**config.mk**
```make
export PLATFORM = sky130hd
export DESIGN_NAME = traffic_light_phase_controller_flat
export DESIGN_NICKNAME = d
export VERILOG_FILES = /design/src/rtl/tlpc_pkg.sv /design/src/rtl/tlpc_in_if.sv /design/src/rtl/tlpc_out_if.sv /design/src/rtl/traffic_light_phase_controller.sv /design/src/rtl/tlpc_cfg_regs.sv /design/src/rtl/tlpc_in_reg.sv /design/src/rtl/tlpc_core.sv /design/src/flat_wrapper.sv
export SDC_FILE = /design/constraint.sdc
export NUM_CORES = 1
export LEC_CHECK = 0
export BUFFER_PORTS_ARGS = -buffer_cell sky130_fd_sc_hd__buf_4
export CAP_MARGIN = 10
export CORE_UTILIZATION = 56
export CTS_BUF_LIST = sky130_fd_sc_hd__clkbuf_8
export DETAILED_ROUTE_END_ITERATION = 10
export GPL_ROUTABILITY_DRIVEN = 0
export MAX_ROUTING_LAYER = met4
export PLACE_DENSITY = 0.78
export RECOVER_POWER = 25
export SLEW_MARGIN = 20
export SYNTH_ARGS = -nofsm -noshare
export SYNTH_HDL_FRONTEND = slang
export SYNTH_SLANG_ARGS = --single-unit
```
**constraint.sdc**
```tcl
create_clock -name clk_i -period 4.2 [get_ports clk_i]
set_clock_uncertainty 0.1 [all_clocks]
set_input_delay 0.63 -clock clk_i [delete_from_list [all_inputs] [get_ports clk_i]]
set_output_delay 0.63 -clock clk_i [all_outputs]
set_load 0.01 [all_outputs]
```
**src/rtl/tlpc_pkg.sv**
```systemverilog
// ----------------------------------------------------------------------------
// tlpc_pkg
// Types and constants shared by the traffic light phase controller.
// ----------------------------------------------------------------------------
package tlpc_pkg;

  localparam int unsigned TimeW  = 8;
  localparam int unsigned CfgIdxW = 2;

  typedef enum logic [1:0] {
    FUNC_STEP  = 2'd0,
    FUNC_MAINT = 2'd1,
    FUNC_BLINK = 2'd2,
    FUNC_NOP   = 2'd3
  } func_e;

  typedef enum logic [2:0] {
    PH_ALL_RED_A = 3'd0,
    PH_TURN_NS   = 3'd1,
    PH_GREEN_NS  = 3'd2,
    PH_YELLOW_NS = 3'd3,
    PH_ALL_RED_B = 3'd4,
    PH_TURN_EW   = 3'd5,
    PH_GREEN_EW  = 3'd6,
    PH_YELLOW_EW = 3'd7
  } phase_e;

  typedef enum logic [CfgIdxW-1:0] {
    CFG_SHORT_PHASE_TIME = 2'd0,
    CFG_TURN_PHASE_TIME  = 2'd1,
    CFG_GREEN_MAX_TIME   = 2'd2,
    CFG_GREEN_MIN_TIME   = 2'd3
  } cfg_idx_e;

  localparam logic [TimeW-1:0] ShortPhaseTimeRst = 8'd3;
  localparam logic [TimeW-1:0] TurnPhaseTimeRst  = 8'd5;
  localparam logic [TimeW-1:0] GreenMaxTimeRst   = 8'd10;
  localparam logic [TimeW-1:0] GreenMinTimeRst   = 8'd5;

  typedef struct packed {
    logic [TimeW-1:0] short_phase_time;
    logic [TimeW-1:0] turn_phase_time;
    logic [TimeW-1:0] green_max_time;
    logic [TimeW-1:0] green_min_time;
  } cfg_t;

  typedef struct packed {
    func_e            func;
    logic [TimeW-1:0] time_in_phase;
    logic             walk_request_ns;
    logic             walk_request_ew;
    logic             emergency_ns;
    logic             emergency_ew;
  } item_t;

  // Packed MSB first: red_ns is bit 0, red_ew bit 7.
  typedef struct packed {
    logic red_ew;
    logic yellow_ew;
    logic green_ew;
    logic turn_ew;
    logic turn_ns;
    logic green_ns;
    logic yellow_ns;
    logic red_ns;
  } lamp_t;

endpackage

```
**src/rtl/tlpc_in_if.sv**
```systemverilog
// ----------------------------------------------------------------------------
// tlpc_in_if
// Event word channel: valid/ready handshake with the event fields.
// ----------------------------------------------------------------------------
interface tlpc_in_if;
  logic       valid;
  logic       ready;
  logic [1:0] func;
  logic [7:0] time_in_phase;
  logic       walk_request_ns;
  logic       walk_request_ew;
  logic       emergency_ns;
  logic       emergency_ew;

  modport source (
    output valid, func, time_in_phase, walk_request_ns, walk_request_ew,
           emergency_ns, emergency_ew,
    input  ready
  );
  modport sink (
    input  valid, func, time_in_phase, walk_request_ns, walk_request_ew,
           emergency_ns, emergency_ew,
    output ready
  );
endinterface

```
**src/rtl/tlpc_out_if.sv**
```systemverilog
// ----------------------------------------------------------------------------
// tlpc_out_if
// Result word channel: valid/ready handshake with phase and lamp fields.
// ----------------------------------------------------------------------------
interface tlpc_out_if;
  logic       valid;
  logic       ready;
  logic [2:0] phase_now;
  logic       lamp_red_ns;
  logic       lamp_yellow_ns;
  logic       lamp_green_ns;
  logic       lamp_turn_ns;
  logic       lamp_turn_ew;
  logic       lamp_green_ew;
  logic       lamp_yellow_ew;
  logic       lamp_red_ew;

  modport source (
    output valid, phase_now, lamp_red_ns, lamp_yellow_ns, lamp_green_ns,
           lamp_turn_ns, lamp_turn_ew, lamp_green_ew, lamp_yellow_ew,
           lamp_red_ew,
    input  ready
  );
  modport sink (
    input  valid, phase_now, lamp_red_ns, lamp_yellow_ns, lamp_green_ns,
           lamp_turn_ns, lamp_turn_ew, lamp_green_ew, lamp_yellow_ew,
           lamp_red_ew,
    output ready
  );
endinterface

```
**src/rtl/traffic_light_phase_controller.sv**
```systemverilog
// Accepts one event word per clock while the output is not stalled and returns
// one result word per event, in order, via the input register and then the core
// state registers. The rate is set by the phase and lamp update, whose state
// registers also hold the result word; an input register in front lets a new
// word enter while a result waits to be taken. Timing registers are written
// through the cfg port and should only change while no event is in flight.
// ----------------------------------------------------------------------------
// traffic_light_phase_controller
// Two-road eight-phase traffic light controller, top level.
// ----------------------------------------------------------------------------
module traffic_light_phase_controller (
  input  logic                         clk_i,
  input  logic                         rst_ni,
  tlpc_in_if.sink                      in_if,
  tlpc_out_if.source                   out_if,
  input  logic                         cfg_we_i,
  input  logic [tlpc_pkg::CfgIdxW-1:0] cfg_idx_i,
  input  logic [tlpc_pkg::TimeW-1:0]   cfg_wdata_i
);

  tlpc_pkg::cfg_t  cfg;
  tlpc_pkg::item_t item;
  logic            item_valid;
  logic            item_ready;

  tlpc_cfg_regs u_cfg_regs (
    .clk_i       (clk_i),
    .rst_ni      (rst_ni),
    .cfg_we_i    (cfg_we_i),
    .cfg_idx_i   (cfg_idx_i),
    .cfg_wdata_i (cfg_wdata_i),
    .cfg_o       (cfg)
  );

  tlpc_in_reg u_in_reg (
    .clk_i        (clk_i),
    .rst_ni       (rst_ni),
    .in_if        (in_if),
    .item_valid_o (item_valid),
    .item_o       (item),
    .item_ready_i (item_ready)
  );

  tlpc_core u_core (
    .clk_i        (clk_i),
    .rst_ni       (rst_ni),
    .cfg_i        (cfg),
    .item_valid_i (item_valid),
    .item_i       (item),
    .item_ready_o (item_ready),
    .out_if       (out_if)
  );

endmodule

```
**src/rtl/tlpc_cfg_regs.sv**
```systemverilog
// ----------------------------------------------------------------------------
// tlpc_cfg_regs
// Timing configuration registers with a plain write port.
// ----------------------------------------------------------------------------
module tlpc_cfg_regs (
  input  logic                                clk_i,
  input  logic                                rst_ni,
  input  logic                                cfg_we_i,
  input  logic [tlpc_pkg::CfgIdxW-1:0]        cfg_idx_i,
  input  logic [tlpc_pkg::TimeW-1:0]          cfg_wdata_i,
  output tlpc_pkg::cfg_t                      cfg_o
);

  tlpc_pkg::cfg_t cfg_q, cfg_d;

  always_comb begin
    cfg_d = cfg_q;
    if (cfg_we_i) begin
      case (tlpc_pkg::cfg_idx_e'(cfg_idx_i))
        tlpc_pkg::CFG_SHORT_PHASE_TIME: cfg_d.short_phase_time = cfg_wdata_i;
        tlpc_pkg::CFG_TURN_PHASE_TIME:  cfg_d.turn_phase_time  = cfg_wdata_i;
        tlpc_pkg::CFG_GREEN_MAX_TIME:   cfg_d.green_max_time   = cfg_wdata_i;
        tlpc_pkg::CFG_GREEN_MIN_TIME:   cfg_d.green_min_time   = cfg_wdata_i;
        default: cfg_d = cfg_q;
      endcase
    end
  end

  always_ff @(posedge clk_i or negedge rst_ni) begin
    if (!rst_ni) begin
      cfg_q.short_phase_time <= tlpc_pkg::ShortPhaseTimeRst;
      cfg_q.turn_phase_time  <= tlpc_pkg::TurnPhaseTimeRst;
      cfg_q.green_max_time   <= tlpc_pkg::GreenMaxTimeRst;
      cfg_q.green_min_time   <= tlpc_pkg::GreenMinTimeRst;
    end else begin
      cfg_q <= cfg_d;
    end
  end

  assign cfg_o = cfg_q;

endmodule

```
**src/rtl/tlpc_in_reg.sv**
```systemverilog
// ----------------------------------------------------------------------------
// tlpc_in_reg
// Input register stage for event words; passes one word per cycle while the core is ready.
// ----------------------------------------------------------------------------
module tlpc_in_reg (
  input  logic            clk_i,
  input  logic            rst_ni,
  tlpc_in_if.sink         in_if,
  output logic            item_valid_o,
  output tlpc_pkg::item_t item_o,
  input  logic            item_ready_i
);

  logic            valid_q, valid_d;
  tlpc_pkg::item_t item_q, item_d;
  logic            load;

  assign in_if.ready = !valid_q || item_ready_i;
  assign load        = in_if.valid && in_if.ready;

  always_comb begin
    valid_d = valid_q;
    item_d  = item_q;
    if (in_if.ready) begin
      valid_d = in_if.valid;
    end
    if (load) begin
      item_d.func            = tlpc_pkg::func_e'(in_if.func);
      item_d.time_in_phase   = in_if.time_in_phase;
      item_d.walk_request_ns = in_if.walk_request_ns;
      item_d.walk_request_ew = in_if.walk_request_ew;
      item_d.emergency_ns    = in_if.emergency_ns;
      item_d.emergency_ew    = in_if.emergency_ew;
    end
  end

  always_ff @(posedge clk_i or negedge rst_ni) begin
    if (!rst_ni) begin
      valid_q <= 1'b0;
    end else begin
      valid_q <= valid_d;
    end
  end

  always_ff @(posedge clk_i) begin
    item_q <= item_d;
  end

  assign item_valid_o = valid_q;
  assign item_o       = item_q;

endmodule

```
**src/rtl/tlpc_core.sv**
```systemverilog
// ----------------------------------------------------------------------------
// tlpc_core
// Phase and lamp update; the state registers double as the result register.
// ----------------------------------------------------------------------------
module tlpc_core (
  input  logic            clk_i,
  input  logic            rst_ni,
  input  tlpc_pkg::cfg_t  cfg_i,
  input  logic            item_valid_i,
  input  tlpc_pkg::item_t item_i,
  output logic            item_ready_o,
  tlpc_out_if.source      out_if
);

  tlpc_pkg::phase_e phase_q, phase_d, phase_step;
  tlpc_pkg::lamp_t  lamp_q, lamp_d, lamp_step;
  logic             valid_q, valid_d;
  logic             go;
  logic             take;

  assign item_ready_o = !valid_q || out_if.ready;
  assign take         = item_valid_i && item_ready_o;

  // next phase
  always_comb begin
    go = 1'b0;
    case (phase_q)
      tlpc_pkg::PH_ALL_RED_A, tlpc_pkg::PH_YELLOW_NS,
      tlpc_pkg::PH_ALL_RED_B, tlpc_pkg::PH_YELLOW_EW: begin
        go = item_i.time_in_phase >= cfg_i.short_phase_time;
      end
      tlpc_pkg::PH_TURN_NS, tlpc_pkg::PH_TURN_EW: begin
        go = item_i.time_in_phase >= cfg_i.turn_phase_time;
      end
      tlpc_pkg::PH_GREEN_NS: begin
        go = (item_i.time_in_phase >= cfg_i.green_max_time) ||
             ((item_i.time_in_phase >= cfg_i.green_min_time) && item_i.walk_request_ns);
      end
      tlpc_pkg::PH_GREEN_EW: begin
        go = (item_i.time_in_phase >= cfg_i.green_max_time) ||
             ((item_i.time_in_phase >= cfg_i.green_min_time) && item_i.walk_request_ew);
      end
      default: go = 1'b0;
    endcase

    if (item_i.emergency_ns) begin
      phase_step = tlpc_pkg::PH_GREEN_NS;
    end else if (item_i.emergency_ew) begin
      phase_step = tlpc_pkg::PH_GREEN_EW;
    end else if (go) begin
      phase_step = tlpc_pkg::phase_e'(3'(phase_q + 3'd1));
    end else begin
      phase_step = phase_q;
    end
  end

  // lamp decode for the new phase
  always_comb begin
    lamp_step = '0;
    case (phase_step)
      tlpc_pkg::PH_TURN_NS: begin
        lamp_step.red_ns  = 1'b1;
        lamp_step.red_ew  = 1'b1;
        lamp_step.turn_ns = !lamp_q.turn_ns;
      end
      tlpc_pkg::PH_GREEN_NS: begin
        lamp_step.green_ns = 1'b1;
        lamp_step.red_ew   = 1'b1;
      end
      tlpc_pkg::PH_YELLOW_NS: begin
        lamp_step.yellow_ns = 1'b1;
        lamp_step.red_ew    = 1'b1;
      end
      tlpc_pkg::PH_TURN_EW: begin
        lamp_step.red_ns  = 1'b1;
        lamp_step.red_ew  = 1'b1;
        lamp_step.turn_ew = !lamp_q.turn_ew;
      end
      tlpc_pkg::PH_GREEN_EW: begin
        lamp_step.red_ns   = 1'b1;
        lamp_step.green_ew = 1'b1;
      end
      tlpc_pkg::PH_YELLOW_EW: begin
        lamp_step.red_ns    = 1'b1;
        lamp_step.yellow_ew = 1'b1;
      end
      default: begin
        lamp_step.red_ns = 1'b1;
        lamp_step.red_ew = 1'b1;
      end
    endcase
  end

  // event dispatch
  always_comb begin
    phase_d = phase_q;
    lamp_d  = lamp_q;
    valid_d = valid_q;
    if (item_ready_o) begin
      valid_d = item_valid_i;
    end
    if (take) begin
      case (item_i.func)
        tlpc_pkg::FUNC_STEP: begin
          phase_d = phase_step;
          lamp_d  = lamp_step;
        end
        tlpc_pkg::FUNC_MAINT: begin
          lamp_d        = '0;
          lamp_d.red_ns = 1'b1;
          lamp_d.red_ew = 1'b1;
        end
        tlpc_pkg::FUNC_BLINK: begin
          lamp_d        = '0;
          lamp_d.red_ns = !lamp_q.red_ns;
          lamp_d.red_ew = !lamp_q.red_ew;
        end
        default: begin
          phase_d = phase_q;
          lamp_d  = lamp_q;
        end
      endcase
    end
  end

  always_ff @(posedge clk_i or negedge rst_ni) begin
    if (!rst_ni) begin
      valid_q <= 1'b0;
      phase_q <= tlpc_pkg::PH_ALL_RED_A;
      lamp_q  <= '0;
    end else begin
      valid_q <= valid_d;
      phase_q <= phase_d;
      lamp_q  <= lamp_d;
    end
  end

  assign out_if.valid          = valid_q;
  assign out_if.phase_now      = phase_q;
  assign out_if.lamp_red_ns    = lamp_q.red_ns;
  assign out_if.lamp_yellow_ns = lamp_q.yellow_ns;
  assign out_if.lamp_green_ns  = lamp_q.green_ns;
  assign out_if.lamp_turn_ns   = lamp_q.turn_ns;
  assign out_if.lamp_turn_ew   = lamp_q.turn_ew;
  assign out_if.lamp_green_ew  = lamp_q.green_ew;
  assign out_if.lamp_yellow_ew = lamp_q.yellow_ew;
  assign out_if.lamp_red_ew    = lamp_q.red_ew;

endmodule
```
**src/flat_wrapper.sv**
```systemverilog
// flat-port wrapper written by rule: the top's interface ports become plain ports
module traffic_light_phase_controller_flat 
  (clk_i, rst_ni, cfg_we_i, cfg_idx_i, cfg_wdata_i, in_if_valid, in_if_func, in_if_time_in_phase, in_if_walk_request_ns, in_if_walk_request_ew, in_if_emergency_ns, in_if_emergency_ew, in_if_ready, out_if_valid, out_if_phase_now, out_if_lamp_red_ns, out_if_lamp_yellow_ns, out_if_lamp_green_ns, out_if_lamp_turn_ns, out_if_lamp_turn_ew, out_if_lamp_green_ew, out_if_lamp_yellow_ew, out_if_lamp_red_ew, out_if_ready);
  tlpc_in_if in_if_i ();
  tlpc_out_if out_if_i ();
  input  logic clk_i;
  input  logic rst_ni;
  input  logic cfg_we_i;
  input  logic [tlpc_pkg::CfgIdxW-1:0] cfg_idx_i;
  input  logic [tlpc_pkg::TimeW-1:0] cfg_wdata_i;
  input wire logic [$bits(in_if_i.valid)-1:0] in_if_valid;
  input wire logic [$bits(in_if_i.func)-1:0] in_if_func;
  input wire logic [$bits(in_if_i.time_in_phase)-1:0] in_if_time_in_phase;
  input wire logic [$bits(in_if_i.walk_request_ns)-1:0] in_if_walk_request_ns;
  input wire logic [$bits(in_if_i.walk_request_ew)-1:0] in_if_walk_request_ew;
  input wire logic [$bits(in_if_i.emergency_ns)-1:0] in_if_emergency_ns;
  input wire logic [$bits(in_if_i.emergency_ew)-1:0] in_if_emergency_ew;
  output wire logic [$bits(in_if_i.ready)-1:0] in_if_ready;
  output wire logic [$bits(out_if_i.valid)-1:0] out_if_valid;
  output wire logic [$bits(out_if_i.phase_now)-1:0] out_if_phase_now;
  output wire logic [$bits(out_if_i.lamp_red_ns)-1:0] out_if_lamp_red_ns;
  output wire logic [$bits(out_if_i.lamp_yellow_ns)-1:0] out_if_lamp_yellow_ns;
  output wire logic [$bits(out_if_i.lamp_green_ns)-1:0] out_if_lamp_green_ns;
  output wire logic [$bits(out_if_i.lamp_turn_ns)-1:0] out_if_lamp_turn_ns;
  output wire logic [$bits(out_if_i.lamp_turn_ew)-1:0] out_if_lamp_turn_ew;
  output wire logic [$bits(out_if_i.lamp_green_ew)-1:0] out_if_lamp_green_ew;
  output wire logic [$bits(out_if_i.lamp_yellow_ew)-1:0] out_if_lamp_yellow_ew;
  output wire logic [$bits(out_if_i.lamp_red_ew)-1:0] out_if_lamp_red_ew;
  input wire logic [$bits(out_if_i.ready)-1:0] out_if_ready;
  assign in_if_i.valid = in_if_valid;
  assign in_if_i.func = in_if_func;
  assign in_if_i.time_in_phase = in_if_time_in_phase;
  assign in_if_i.walk_request_ns = in_if_walk_request_ns;
  assign in_if_i.walk_request_ew = in_if_walk_request_ew;
  assign in_if_i.emergency_ns = in_if_emergency_ns;
  assign in_if_i.emergency_ew = in_if_emergency_ew;
  assign in_if_ready = in_if_i.ready;
  assign out_if_valid = out_if_i.valid;
  assign out_if_phase_now = out_if_i.phase_now;
  assign out_if_lamp_red_ns = out_if_i.lamp_red_ns;
  assign out_if_lamp_yellow_ns = out_if_i.lamp_yellow_ns;
  assign out_if_lamp_green_ns = out_if_i.lamp_green_ns;
  assign out_if_lamp_turn_ns = out_if_i.lamp_turn_ns;
  assign out_if_lamp_turn_ew = out_if_i.lamp_turn_ew;
  assign out_if_lamp_green_ew = out_if_i.lamp_green_ew;
  assign out_if_lamp_yellow_ew = out_if_i.lamp_yellow_ew;
  assign out_if_lamp_red_ew = out_if_i.lamp_red_ew;
  assign out_if_i.ready = out_if_ready;
  traffic_light_phase_controller u_core (.clk_i(clk_i), .rst_ni(rst_ni), .in_if(in_if_i), .out_if(out_if_i), .cfg_we_i(cfg_we_i), .cfg_idx_i(cfg_idx_i), .cfg_wdata_i(cfg_wdata_i));
endmodule
```
-- Yosys cells after proc, flatten, opt, wreduce, memory -nomap -nowiden
Index checks and enable logic that the tools add are counted.
- bits in read-only memories: 0
- flip-flop bits (word level): 59
- bits in latches: 0
- logic and storage cells: 85
- output and inout port bits: 13
- memories: 0
- bits in writable memories: 0
- input bits: 29
- shifts and indexed selects: 0
- multiplexer cells: 13
- bitwise gates (word level): 0
- reductions and logical operators: 28
- eq/ne operators: 18
- $mul: 0
- $add $sub $neg: 1
- magnitude comparators: 4
- divide/modulo/power cells: 0
- operator list (cell ; number):
    $ge A8 B8 Y1 ; 4
    $pmux W8 S3 ; 1
    $eq A3 B3 Y1 const B ; 7
    $eq A3 B2 Y1 const B ; 4
    $reduce_and A2 Y1 ; 6
    $mux W3 ; 3
    $mux W1 ; 8
    $eq A2 B2 Y1 const B ; 3
    $eq A3 B1 Y1 const B ; 2
    $logic_not A1 Y1 ; 6
    $reduce_or A2 Y1 ; 3
    $eq A2 B1 Y1 const B ; 2
    $logic_and A1 B1 Y1 ; 4
    $logic_not A2 Y1 ; 2
    $logic_or A1 B1 Y1 ; 4
    $pmux W1 S4 ; 1
    $reduce_or A4 Y1 ; 1
    $add A3 B1 Y3 const B ; 1
    $logic_not A3 Y1 ; 1
    $reduce_bool A3 Y1 ; 1

-- Logic depth before layout (Yosys ltp)
- depth in word-level cells: 11
- depth in mapped cells: 9
- depth with buffers taken out: 9

-- Cells and area by module
From an unflattened synthesis, not the netlist that was laid out.
- cell total of the unflattened synthesis: 271
- area, all modules: 3278.1 µm²
- modules (own cells, without submodules) (module ; area an instance (µm²) ; cells an instance ; seq. area each (µm²) ; instances):
    tlpc_core ; 1581.5 ; 185 ; 300.3 ; 1
    tlpc_cfg_regs ; 1222.4 ; 68 ; 810.8 ; 1
    tlpc_in_reg ; 474.2 ; 18 ; 445.4 ; 1

-- Worst setup path before layout
OpenSTA, ideal clock, no wires.
- kind: register -> register
- start point: register u_core.u_cfg_regs.cfg_q, in the netlist u_core.u_cfg_regs.cfg_o[0]
- end point: register u_core.u_core.lamp_q, in the netlist u_core.u_core.out_if.lamp_green_ew
- buffers on the path: 0
- period minus slack after synthesis: 2.896 ns
- setup time: 0.103 ns
- required time: 3.997 ns
- slack: 1.304 ns
- arrival time: 2.692 ns
- stages on the path, launching flop included: 9
- cells stage by stage: dfstp_2 > ha_1 > nand2b_4 > a2111oi_1 > o31ai_1 > a222oi_1 > nor3_2 > or3_4 > o41ai_2
- longest elaborated chain between the ends: 10
- elaborated cells on any way between the ends: 12
- classes of those cells: order compare: 1; eq/ne: 1; mux: 6; reduce/logical: 4
- ends and longest elaborated chain (element ; line ; text):
    start: declaration ; tlpc_cfg_regs.sv:14 ; tlpc_pkg::cfg_t cfg_q, cfg_d;
    start signal: assignment ; tlpc_cfg_regs.sv:36 ; cfg_q <= cfg_d;
    $ge A8 B8 Y1 * ; tlpc_core.sv:37, tlpc_core.sv:41 ;
    $logic_and A1 B1 Y1, on equally long branches ; tlpc_core.sv:41, tlpc_core.sv:37 ;
    $logic_or A1 B1 Y1, on equally long branches ; tlpc_core.sv:40, tlpc_core.sv:36 ;
    $pmux W1 S4 * ; tlpc_core.sv:27 ; case (phase_q)
    $mux W3 * ; tlpc_core.sv:50 ; end else if (go) begin
    $mux W3 * ; tlpc_core.sv:48 ; end else if (item_i.emergency_ew) begin
    $mux W3 * ; tlpc_core.sv:46 ; if (item_i.emergency_ns) begin
    $eq A3 B3 Y1 * ; tlpc_core.sv:60 ; case (phase_step)
    $mux W1 * ; tlpc_core.sv:60 ;
    $pmux W8 S3 * ; tlpc_core.sv:103 ; case (item_i.func)
    end signal: assignment ; tlpc_core.sv:134 ; lamp_q <= lamp_d;
    end: declaration ; tlpc_core.sv:16 ; tlpc_pkg::lamp_t lamp_q, lamp_d, lamp_step;
Mark *: on every way between the ends. The rest lies on a longest branch, timed or not.
A chain may end at the register's enable or synchronous reset.

-- Worst setup path in the final report
- start point: register u_core.u_in_reg.item_q, in the netlist u_core.u_in_reg.item_o[4]
- end point: register u_core.u_core.lamp_q, in the netlist u_core.u_core.out_if.lamp_green_ew
- longest elaborated chain between the ends: 10
- elaborated cells on any way between the ends: 15
- classes of those cells: order compare: 4; eq/ne: 1; mux: 6; reduce/logical: 4
- ends and longest elaborated chain (element ; line ; text):
    start: declaration ; tlpc_in_reg.sv:15 ; tlpc_pkg::item_t item_q, item_d;
    start signal: assignment ; tlpc_in_reg.sv:46 ; item_q <= item_d;
    $ge A8 B8 Y1 ; tlpc_core.sv:37, tlpc_core.sv:41 ;
    $logic_and A1 B1 Y1, on equally long branches ; tlpc_core.sv:41, tlpc_core.sv:37 ;
    $logic_or A1 B1 Y1, on equally long branches ; tlpc_core.sv:40, tlpc_core.sv:36 ;
    $pmux W1 S4 * ; tlpc_core.sv:27 ;
    $mux W3 * ; tlpc_core.sv:50 ;
    $mux W3 * ; tlpc_core.sv:48 ;
    $mux W3 * ; tlpc_core.sv:46 ;
    $eq A3 B3 Y1 * ; tlpc_core.sv:60 ;
    $mux W1 * ; tlpc_core.sv:60 ;
    $pmux W8 S3 * ; tlpc_core.sv:103 ;
Marks and branches as above.

==> flow_metrics.tcl <==
set metrics [dict create \
    violations "capacitance limit, slew limit" \
    synth_edf_count 14 \
    grt_max_degree 46 \
    relSlewSlack_pct -61.4 \
    hp-start "in_if_func[1]" \
    rows 27 \
    core_region_area_mm2 0.00554 \
    syn_nets 356 \
    whs_ps 390 \
    min_to "u_core.u_in_reg.item_o[13]$_DFFE_PP_" \
    reg2reg_slack_ps 950 \
    utilization_pct 68.2 \
    place_ws_ps 995 \
    max_freq_ghz 0.308 \
    synth-seq-area-share_pct 48.1 \
    cts_made_buffers 9 \
    clk_path_buf_depth 2 \
    fin_crit_sh_pct 77.3 \
    yosys_warnings 0 \
    fp.dieW_um 78.0 \
    clkSinkCount 59 \
    hold_buffers 0 \
    first_global_vias 2391 \
    via_count 2307 \
    cts_tree "done" \
    grt_pass1_wl_mm 11.1 \
    finalHoldViolations 0 \
    ys_ff_latch 59 \
    hold_depth 1 \
    die-height_um 78.0 \
    critPathCaptureType "flip-flop" \
    drtIter0Drc 162 \
    async_flop_share_pct 76.3 \
    port_buffers 41 \
    synth_top_area_share_pct 28.6 \
    max_cap_viol_count 1 \
    root_buffer "clkbuf_8" \
    ioPinCount 42 \
    worst_ep_arrival_time_ps 3360 \
    layout_min_cycle_time_ps 3250 \
    wirelength_mm 6.48 \
    antenna_left 0 \
    vdd_drop_max_v 0.000289 \
    design_area_mm2 0.00378 \
    p_leak_nw 1.80 \
    layout_common_cells "40 x inv_1, 39 x ha_1, 37 x dfrtp_1" \
    remaining_drc_errors 0 \
    routedWlPerCell_um 15.6 \
    rsz0062_at_grt "false" \
    initial_utilization_pct 58.4 \
    postSynthAreaPerCell_um2 11.2 \
    ff2ff_path_depth 9 \
    layout-drive-gt1-share_pct 26.2 \
    synthCells 288 \
    fin_cells 416 \
    synthTopCellsByArea "dfrtp_1 29%, ha_1 15%, edfxtp_1 13%, mux2_2 8.7%, dfstp_2 6.5%" \
    placed_cell_area_mm2 0.00363 \
    worst_pin_slew_ps 2420 \
    syn2layout_area_growth_pct 16.9 \
    nets 407 \
    vias_per_cell 5.55 \
    power.total_mw 1.61 \
    finalMaxSlewViolations 46 \
    synth_top_cell_by_area "dfrtp_1" \
    final.setup.worst_slack_ps 953 \
    worstPathRequired_ps 4320 \
    final.setup.tns_ps 0 \
    dp.cells 400 \
    run_status "finished with violations" \
    critical_path_class "flip-flop to flip-flop" \
    grt_overflow 0 \
    yosys.cell_types.count 43 \
    power.density_mw_per_mm2 427 \
    hp-class "input pin to flip-flop" \
    hpwl_mm 4.83 \
    clkLatencyLatePin_ps 330 \
    layout_commonest_cell "inv_1" \
    startpoint_type "flip-flop" \
    finalSetupViolations 0 \
    dr.pass1.iters 4 \
    crit_fanout 6 \
    h-tree-depth 3 \
    synthFlopType "dfrtp_1" \
    diodes 0 \
    cts-resized-gates 0 \
    clk_pin_slew_worst_paths_ps 60 \
    cts_setup_buffers 0 \
    antenna_found_initial 0 \
    timing.rr.start "u_core.u_in_reg.item_o[4]$_DFFE_PP_" \
    netlist_area_mm2 0.00323 \
    die-area_mm2 0.00608 \
    r2r_end "u_core.u_core.out_if.lamp_green_ew$_DFFE_PN0P_" \
    grt_use_total_pct 25.1 \
    n_fill_cell 413 \
]
==> layer usage <==
layer | part of all wire, % | global-route usage, % | routed length [um]
met3 | 3.9 | 4.94 | 250
met1 | 47 | 31.9 | 3050
met4 | 2.0 | 10.7 | 132
met2 | 47 | 39.4 | 3040
met5 | 0 | - | 0
==> where the power goes <==
group	switching, mW	internal (mW)
combinational	0.238	0.219
sequential	0.0605	0.686
clock	0.209	0.200
==> worst max-delay path by stage <==
stage,startpoint,end,slack [ps],cells after the start
after global placement,u_core.u_cfg_regs.cfg_o[18]$_DFFE_PN1P_,u_core.u_core.out_if.lamp_green_ew$_DFFE_PN0P_,1120,9
after global routing,u_core.u_in_reg.item_o[4]$_DFFE_PP_,u_core.u_core.out_if.lamp_green_ew$_DFFE_PN0P_,630,9
final,u_core.u_in_reg.item_o[4]$_DFFE_PP_,u_core.u_core.out_if.lamp_green_ew$_DFFE_PN0P_,950,9
after floorplan,u_core.u_cfg_regs.cfg_o[0]$_DFFE_PN1P_,u_core.u_core.out_if.lamp_green_ew$_DFFE_PN0P_,1300,8
after detailed placement,u_core.u_in_reg.item_o[4]$_DFFE_PP_,u_core.u_core.out_if.lamp_green_ew$_DFFE_PN0P_,990,9
after CTS,u_core.u_in_reg.item_o[4]$_DFFE_PP_,u_core.u_core.out_if.lamp_green_ew$_DFFE_PN0P_,950,9
==> logic make-up (layout without fill, tap and decap cells) <==
| family | Yosys count | after routing | synth area share, % |
|---|---|---|---|
| AO/OA/AOI/OAI | 57 | 57 | 11.8 |
| adder cells (fa/ha/maj) | 39 | 39 | 15.1 |
| buffers and inverters | 40 | 96 | 4.64 |
| flip-flops | 59 | 59 | 48.1 |
| multiplexers | 28 | 28 | 9.67 |
| AND/OR/NAND/NOR | 65 | 65 | 10.6 |
==> registers in the layout, summed over array words and instances, names as in the netlist <==
signal	cells
u_core.u_in_reg.item_valid_o	1
u_core.u_core.out_if.lamp_green_ns	1
u_core.u_core.out_if.valid	1
u_core.u_in_reg.item_o	14
u_core.u_core.out_if.lamp_turn_ew	1
u_core.u_core.out_if.lamp_red_ew	1
u_core.u_core.out_if.lamp_yellow_ew	1
u_core.u_core.out_if.phase_now	3
u_core.u_core.out_if.lamp_red_ns	1
u_core.u_core.out_if.lamp_yellow_ns	1
u_core.u_cfg_regs.cfg_o	32
u_core.u_core.out_if.lamp_green_ew	1
u_core.u_core.out_if.lamp_turn_ns	1
==> final cells by class <==
class,instances,area (um2),share of cell area [%]
Inverter,38,143,3.77
Tap cell,72,90.1,2.38
Clock inverter,7,27.5,0.728
Clock buffer,9,124,3.28
Timing Repair Buffer,42,312,8.25
Sequential cell,59,1560,41.2
Multi-Input combinational cell,189,1530,40.4
==> worst max-delay path: stages, from the launching register on <==
cell,delay (ps)
edfxtp_1,370
inv_1,140
ha_1,250
nand2b_4,140
a2111oi_1,420
o31ai_1,100
a222oi_1,690
nor3_2,150
or3_4,440
o41ai_2,330
==> cells in the mapped netlist (2+ instances only) <==
cell type   n
ha_1       39
inv_1      38
dfrtp_1    37
mux2_2     25
nand2_1    21
o21ai_0    15
edfxtp_1   14
a21oi_1    13
nor2_1     11
dfstp_2     8
nand2b_1    7
a31oi_1     6
nor3_1      6
nand3_1     5
nand3b_1    5
o31ai_1     4
a21o_1      3
o21a_1      3
a211o_1     2
clkbuf_1    2
mux2i_1     2
(Power assumes the default switching activity.)
